===== src/sv/anms_front.sv =====
// input side: skid queue of accepted points
module anms_front #(
    parameter int COORD_BITS    = 12,
    parameter int RESPONSE_BITS = 16,
    parameter int QW            = 2*COORD_BITS + RESPONSE_BITS + 1
) (
    input  logic          aclk,
    input  logic          aresetn,
    input  logic          in_valid,
    output logic          in_ready,
    input  logic [QW-1:0] in_data,
    output logic          q_valid,
    input  logic          q_ready,
    output logic [QW-1:0] q_data
);
    // two-entry queue
    logic [QW-1:0] buf_reg [2];
    logic [1:0]    cnt_reg, cnt_next;
    logic          rd_reg, rd_next;
    logic          push, pop;

    assign in_ready = (cnt_reg != 2'd2);
    assign q_valid  = (cnt_reg != 2'd0);
    assign q_data   = buf_reg[rd_reg];
    assign push     = in_valid && in_ready;
    assign pop      = q_valid && q_ready;

    always_comb begin
        cnt_next = cnt_reg + {1'b0, push} - {1'b0, pop};
        rd_next  = pop ? ~rd_reg : rd_reg;
    end

    always_ff @(posedge aclk) begin
        if (!aresetn) begin
            cnt_reg <= '0;
            rd_reg  <= 1'b0;
        end else begin
            cnt_reg <= cnt_next;
            rd_reg  <= rd_next;
        end
        if (push) begin
            buf_reg[rd_reg ^ cnt_reg[0]] <= in_data;
        end
    end
endmodule


===== config.mk =====
export PLATFORM = sky130hd
export DESIGN_NAME = anms_front
export DESIGN_NICKNAME = d
export VERILOG_FILES = /design/src/sv/anms_front.sv
export SDC_FILE = /design/constraint.sdc
export NUM_CORES = 1
export LEC_CHECK = 0
export ABC_AREA = 1
export BUFFER_PORTS_ARGS = -buffer_cell sky130_fd_sc_hd__buf_2
export CORE_AREA = 4 4 75 147
export DETAILED_ROUTE_END_ITERATION = 7
export DIE_AREA = 0 0 79 151
export GPL_ROUTABILITY_DRIVEN = 0
export PLACE_DENSITY = 0.67
export SLEW_MARGIN = 40
export SYNTH_ARGS = -nofsm -noshare
export SYNTH_HDL_FRONTEND = slang
export SYNTH_SLANG_ARGS = --single-unit

===== constraint.sdc =====
create_clock -name aclk -period 3.4 [get_ports aclk]
set_input_delay 0.17 -clock aclk [delete_from_list [all_inputs] [get_ports aclk]]
set_output_delay 0.17 -clock aclk [all_outputs]
set_load 0.1 [all_outputs]

==> impl_metrics.tcl, run 1 <==
set metrics [dict create \
    fin_crit_sh 0.534 \
    regArea_um2 2540 \
    fp.dieW_um 79 \
    first_pass_iters 4 \
    crit_path_max_incr_delay_ps 420 \
    ys_ff_latch 86 \
    first_global_vias 1739 \
    path_buf_inv 2 \
    ys_types 14 \
    ctsHoldBuffers 0 \
    syn_nets 208 \
    cts_tree "yes" \
    netlist_area_um2 3380 \
    yosysTopAreaCellShare 0.728 \
    yosysSeqAreaShare 0.751 \
    htreeDepth 3 \
    clock-sinks 86 \
    setup_slack_ps 1590 \
    rsz0062_at_grt "no" \
    fmax_ghz 0.551 \
    first_iter_violations 44 \
    tightest_slew_ps 509 \
    worstSetupPathType "flip-flop to output pin" \
    grt-ovfl-total 0 \
    nets 306 \
    drc_errors 0 \
    antenna_found_initial 1 \
    arrival_ps 1640 \
    start_kind "flip-flop" \
    core_area_um2 10000 \
    slew_headroom 0.663 \
    multi_input_area_um2 738 \
    path_clk_slew_ps 60 \
    initial_utilization 0.338 \
    grt_max_degree 42 \
    ys_warn_count 0 \
    fin_area_um2 4220 \
    io_buffers 87 \
    reg2reg_depth 3 \
    fp.dieArea_um2 11900 \
    post_cts_buffers 0 \
    crit_chain "buf_12, mux2_4, buf_2" \
    layout-drive-gt1-share 0.557 \
    syn_inst 161 \
    largest_reg_flops 82 \
    min-delay-start "in_data[27]" \
    slowest_stage "buf_2" \
    totalWireLength_mm 5.80 \
    slew_viol_final 0 \
    yosys-top-cells-area "edfxtp_1, mux2_4, buf_12" \
    min_period_ps 1810 \
    yosysTopAreaCell "edfxtp_1" \
    ctsResizeCount 0 \
    fillerInstances 933 \
    syn_avg_cell_area_um2 21.0 \
    viasPerCell 4.24 \
    finalSetupTns_ps 0 \
    clk_path_buf_depth 2 \
    crit_cells 3 \
    clock-skew-final_ps 6.86 \
    rows 52 \
    r2r_start "cnt_reg[0]" \
    finalSetupViolCount 0 \
    crit_path_end_kind "output pin" \
    routed-via-count 1696 \
    post_dp_cell_area_um2 3960 \
    area_growth_pct 24.8 \
    place_ws_ps 1590 \
    clock_latency_ps 330 \
    status "completed" \
    die_h_um 151 \
    maxCapViolCount 0 \
    ant_nets 0 \
    cts-buffers-inserted 9 \
    wire_per_inst_um 14.5 \
    track_usage 0.101 \
    cp_max_fo 41 \
    crit_required_ps 3230 \
    hold_path_class "primary input to flip-flop" \
    crit_family "buffers and inverters" \
    hold_depth 1 \
    pin_count 88 \
    root_buffer "clkbuf_16" \
    dpl.hpwl_mm 4.22 \
    final_core_util 0.421 \
    finalHoldViolCount 0 \
    grt_pass1_wl_mm 8.60 \
]
[worst paths after layout]
kind | end | slack (ps)
setup / recovery | q_data[18] | 1590
hold / removal | buf_reg[0][27] | 30
hold reg to reg | rd_reg | 560
setup reg to reg | buf_reg[0][21] | 1610
[metal layers]
metal,track usage,share of wire
met2,0.188,0.59
met3,0.0423,0.068
met1,0.0847,0.31
met5,0,0.0012
met4,0.0654,0.028
[metrics by stage]
stage,hold WS [ps],std cells
after CTS,17.1,399
after detailed placement,362,383
final,30.0,400
after floorplan,263,161
after global routing,11.1,399
after global placement,360,383
[synthesized netlist by cell type (all sizes together)]
| cell type | number |
|---|---|
| edfxtp | 82 |
| mux2 | 41 |
| nand2 | 8 |
| inv | 7 |
| nor2 | 7 |
| buf | 5 |
| dfxtp | 4 |
| ha | 2 |
| nand3 | 2 |
| a21oi | 1 |
| nor2b | 1 |
| xnor2 | 1 |
[cells by family after synthesis]
family	Yosys count	share of synthesized area
adder cells (fa/ha/maj)	2	0.00740
buffers and inverters	12	0.0348
XOR/XNOR	1	0.00259
AND/OR/NAND/NOR	18	0.0215
flip-flops	86	0.751
AO/OA/AOI/OAI	1	0.00148
multiplexers	41	0.181
[cells in the final DEF, fill, tap and decap left out, types with 2 or more instances in the layout]
cell type	count
edfxtp_1	82
mux2_4	40
dfxtp_1	3
buf_2	87
clkbuf_16	9
inv_1	7
clkinv_1	5
nand2_1	8
buf_4	4
ha_1	2
nor2_1	6
nand3_1	2
[area by class of cell]
cell class,count,share of cell area
sequential,86,0.603
multi-input combinational,63,0.175
timing repair buffer,92,0.115
clock buffer,9,0.0533
tap,135,0.0400
clock inverter,7,0.00741
inverter,7,0.00622
antenna,1,0.000593
Power of run 1 is left out: the tool's default activity adds up to more than one toggle a clock period on the data nets, which glitch-free logic cannot reach.
==> inputs of run 2 (changes only) <==
==> constraint.sdc (replaced) <==
create_clock -name aclk -period 1.8 [get_ports aclk]
set_input_delay 0.09 -clock aclk [delete_from_list [all_inputs] [get_ports aclk]]
set_output_delay 0.09 -clock aclk [all_outputs]
set_load 0.1 [all_outputs]
==> run 2 against run 1 <==
Worst hold slack better by 54 ps. First-iteration DRC count is 9.1% higher. Critical path type unchanged. Sequential share of layout area is 6.7 points lower. Critical path depth stayed put. Sequential cell count stayed put. Setup slack worse by 1500 ps. Clock-buffer cell count stayed put. Clock skew is 1.1 ps higher. Cell count is 10% higher.
==> impl_metrics.tcl, run 2 (same netlist as run 1, synthesis figures left out) <==
set metrics [dict create \
    htreeDepth 3 \
    r2r-end "cnt_reg[1]" \
    status "completed" \
    routed-via-count 1847 \
    fillerInstances 914 \
    viasPerCell 4.19 \
    largest_reg_flops 82 \
    nets 348 \
    r2r_start "cnt_reg[0]" \
    grt-ovfl-total 0 \
    grt_max_degree 42 \
    clk_path_buf_depth 2 \
    fin_crit_sh 0.935 \
    crit_path_end_kind "output pin" \
    clock-sinks 86 \
    first_iter_violations 48 \
    hold-path-endpoint "rd_reg" \
    drc_errors 0 \
    r2r_setup_slack_ps 200 \
    n_antenna_cell 0 \
    worstSetupPathType "flip-flop to output pin" \
    first_global_vias 1964 \
    totalWireLength_mm 6.27 \
    hold_depth 4 \
    cts_tree "yes" \
    die_h_um 151 \
    initial_utilization 0.338 \
    track_usage 0.110 \
    start_kind "flip-flop" \
    io_buffers 87 \
    path_clk_slew_ps 60 \
    finalSetupTns_ps 0 \
    dpl.hpwl_mm 4.21 \
    hold_path_class "primary input to flip-flop" \
    pin_count 88 \
    clock_latency_ps 330 \
    fp.dieW_um 79 \
    grt_pass1_wl_mm 9.56 \
    maxCapViolCount 0 \
    cp_max_fo 15 \
    rsz0062_at_grt "no" \
    rows 52 \
    clock-skew-final_ps 7.97 \
    min_period_ps 1680 \
    final_common_cell "buf_2" \
    area_growth_pct 40.5 \
    reg2reg_depth 10 \
    cts-buffers-inserted 9 \
    slew_headroom 0.662 \
    slew_viol_final 0 \
    min-delay-start "q_ready" \
    finalHoldViolCount 0 \
    finalSetupViolCount 0 \
    ant_nets 0 \
    arrival_ps 1590 \
    root_buffer "clkbuf_16" \
    antenna_found_initial 0 \
    layout-drive-gt1-share 0.507 \
    wire_per_inst_um 14.2 \
    tightest_slew_ps 511 \
    fmax_ghz 0.594 \
    first_pass_iters 4 \
    fp.dieArea_um2 11900 \
    final_cell_mix "buf_2, edfxtp_1, dlygate4sd3_1" \
    crit_required_ps 1710 \
    core_area_um2 10000 \
]
-- run 2: per-stage QoR --
stage | setup slack, ps | cell area, um2 | hold WS, ps | cells | utilization
finish | 117 | 4750 | 83.6 | 441 | 0.474
global route | 60.6 | 4750 | 93.7 | 441 | 0.474
CTS | 86.6 | 4750 | 64.2 | 441 | 0.474
detailed placement | 205 | 4040 | 283 | 383 | 0.403
global placement | 313 | 4040 | 278 | 383 | 0.403
floorplan | 14.4 | 3420 | 183 | 161 | -
-- run 2: layout make-up --
class	count	area [um2]	area share
Sequential cell	86	2550	0.536
Timing Repair Buffer	134	958	0.202
Multi-Input combinational cell	63	762	0.160
Clock buffer	9	225	0.0474
Tap cell	135	169	0.0355
Clock inverter	7	65.1	0.0137
Inverter	7	26.3	0.00553
-- run 2: how the worst max path moves through the flow --
stage | startpoint | to | slack [ps] | cells after the start
finish | flip-flop | q_data[38] | 120 | 3
global route | flip-flop | q_data[26] | 60 | 3
CTS | flip-flop | q_data[26] | 90 | 3
detailed placement | cnt_reg[0] | cnt_reg[1] | 210 | 10
global placement | cnt_reg[1] | cnt_reg[1] | 310 | 10
floorplan | cnt_reg[0] | buf_reg[0][0] | 10 | 4
-- run 2: layer usage --
metal  GRT usage  vias to the layer above  routed length [um]
met3      0.0292                        8                 260
met1       0.108                      899                2170
met2       0.204                       52                3710
met4      0.0620                        0                 137
met5           0                        -                   0
li1            -                      888                   -
-- run 2: critical path: stages (launching register included) --
cell     delay, ps
dfxtp_4        450
buf_12         190
mux2_4         320
buf_2          290
-- run 2: what timing repair did --
item	4_1_cts	5_1_grt
hold buffers	42	0
hold endpoints to repair	84	0
endpoints found under the setup margin	1	0
gates resized for setup	1	0
setup buffers	0	0
Power of run 2 is left out for the same reason.
==> inputs of run 3 (changes only) <==
--- a/config.mk
+++ b/config.mk
@@ -7,11 +7,13 @@
 export LEC_CHECK = 0
 export ABC_AREA = 1
 export BUFFER_PORTS_ARGS = -buffer_cell sky130_fd_sc_hd__buf_2
+export CELL_PAD_IN_SITES_DETAIL_PLACEMENT = 0
+export CELL_PAD_IN_SITES_GLOBAL_PLACEMENT = 2
 export CORE_AREA = 4 4 75 147
 export DETAILED_ROUTE_END_ITERATION = 7
 export DIE_AREA = 0 0 79 151
 export GPL_ROUTABILITY_DRIVEN = 0
-export PLACE_DENSITY = 0.67
+export PLACE_DENSITY = 0.84
 export SLEW_MARGIN = 40
 export SYNTH_ARGS = -nofsm -noshare
 export SYNTH_HDL_FRONTEND = slang
==> run 3 against run 2 <==
Setup slack got worse by 29 ps. Clock-buffer cell count up 1. Critical path depth unchanged. Maximum frequency decreased by 1.7%. Design area is 6.5% higher. Sequential share of layout area is 3.3 points lower. Die area did not move. Critical path type unchanged. Largest cell class unchanged. Highest routed layer unchanged.
==> impl_metrics.tcl, run 3 (same netlist as run 1, synthesis figures left out) <==
set metrics [dict create \
    status "completed" \
    worstSetupPathType "flip-flop to output pin" \
    antenna_found_initial 0 \
    crit_required_ps 1710 \
    largest_reg_flops 82 \
    min_period_ps 1710 \
    rows 52 \
    root_buffer "clkbuf_16" \
    totalWireLength_mm 6.39 \
    arrival_ps 1620 \
    slowest_stage "dfxtp_2" \
    drc_errors 0 \
    first_pass_iters 3 \
    dpl.hpwl_mm 4.45 \
    ant_nets 0 \
    slew_headroom 0.662 \
    track_usage 0.112 \
    layout-drive-gt1-share 0.505 \
    rsz0062_at_grt "no" \
    hold_depth 4 \
    crit_path_max_incr_delay_ps 420 \
    core_area_um2 10000 \
    area_growth_pct 49.6 \
    crit_path_end_kind "output pin" \
    maxCapViolCount 0 \
    start_kind "flip-flop" \
    htreeDepth 3 \
    post_cts_buffers 0 \
    cp_max_fo 22 \
    io_buffers 87 \
    cts-buffers-inserted 9 \
    clock-skew-final_ps 6.09 \
    post_dp_cell_area_um2 4280 \
    clock-sinks 86 \
    die_h_um 151 \
    fin_area_um2 5060 \
    final_cell_mix "edfxtp_1, buf_2, dlygate4sd3_1" \
    crit_chain "buf_12, mux2_4, buf_2" \
    slew_viol_final 0 \
    nets 349 \
    place_ws_ps 264 \
    finalSetupViolCount 0 \
    cts_tree "yes" \
    clk_path_buf_depth 2 \
    fin_crit_sh 0.951 \
    finalHoldViolCount 0 \
    routed-via-count 1821 \
    n_antenna_cell 0 \
    fp.dieArea_um2 11900 \
    setup_slack_ps 88.2 \
    reg2reg_depth 10 \
    first_iter_violations 77 \
    clock_latency_ps 330 \
    r2r_setup_slack_ps 260 \
    initial_utilization 0.338 \
    grt_max_degree 42 \
    pin_count 88 \
    tightest_slew_ps 511 \
    first_global_vias 1979 \
    fmax_ghz 0.584 \
    worst_hold_slack_ps 71.5 \
    path_clk_slew_ps 60 \
    wire_per_inst_um 14.5 \
    fillerInstances 865 \
    grt_pass1_wl_mm 9.72 \
    viasPerCell 4.12 \
    hold_path_class "primary input to flip-flop" \
    fp.dieW_um 79 \
    grt-ovfl-total 0 \
    final_common_cell "edfxtp_1" \
    finalSetupTns_ps 0 \
]
-- run 3: cell type report --
cell class	count	area (um2)	area share
clock inverters	6	134	0.0265
repair buffers	135	1200	0.236
well taps	135	169	0.0334
multi-input cells	63	762	0.151
clock buffers	10	229	0.0453
flip-flops and latches	86	2540	0.503
inverters	7	26.3	0.00519
-- run 3: per-layer routing --
layer	wire length (um)	vias to the layer above	share of wire	global-route usage
li1	-	892	-	-
met1	2180	879	0.34	0.104
met2	3900	42	0.61	0.216
met3	179	8	0.028	0.0280
met4	138	0	0.022	0.0594
met5	0	-	0	0
-- run 3: worst max-delay path, delay by kind of cell, from the launching register on --
kind     cells  cell delay (ps)
mux          1              330
flops        1              420
buf+inv      2              520
-- run 3: worst paths after layout --
path	startpoint	endpoint
setup / recovery	flip-flop	q_data[32]
hold / removal	q_ready	flip-flop
setup reg to reg	cnt_reg[0]	cnt_reg[1]
hold reg to reg	rd_reg	flip-flop
-- run 3: timing repair --
item / CTS / global route
endpoints found under the hold margin: 83 / 0
hold buffers: 42 / 0
setup endpoints to repair: 0 / 0
gates resized for setup: 0 / 0
-- run 3: through the flow --
step           std cells  utilization
2_1_floorplan        161            -
3_3_place_gp         384        0.427
3_5_place_dp         384        0.427
4_1_cts              442        0.505
5_1_grt              442        0.505
6_report             442        0.505
Power of run 3 is left out for the same reason.
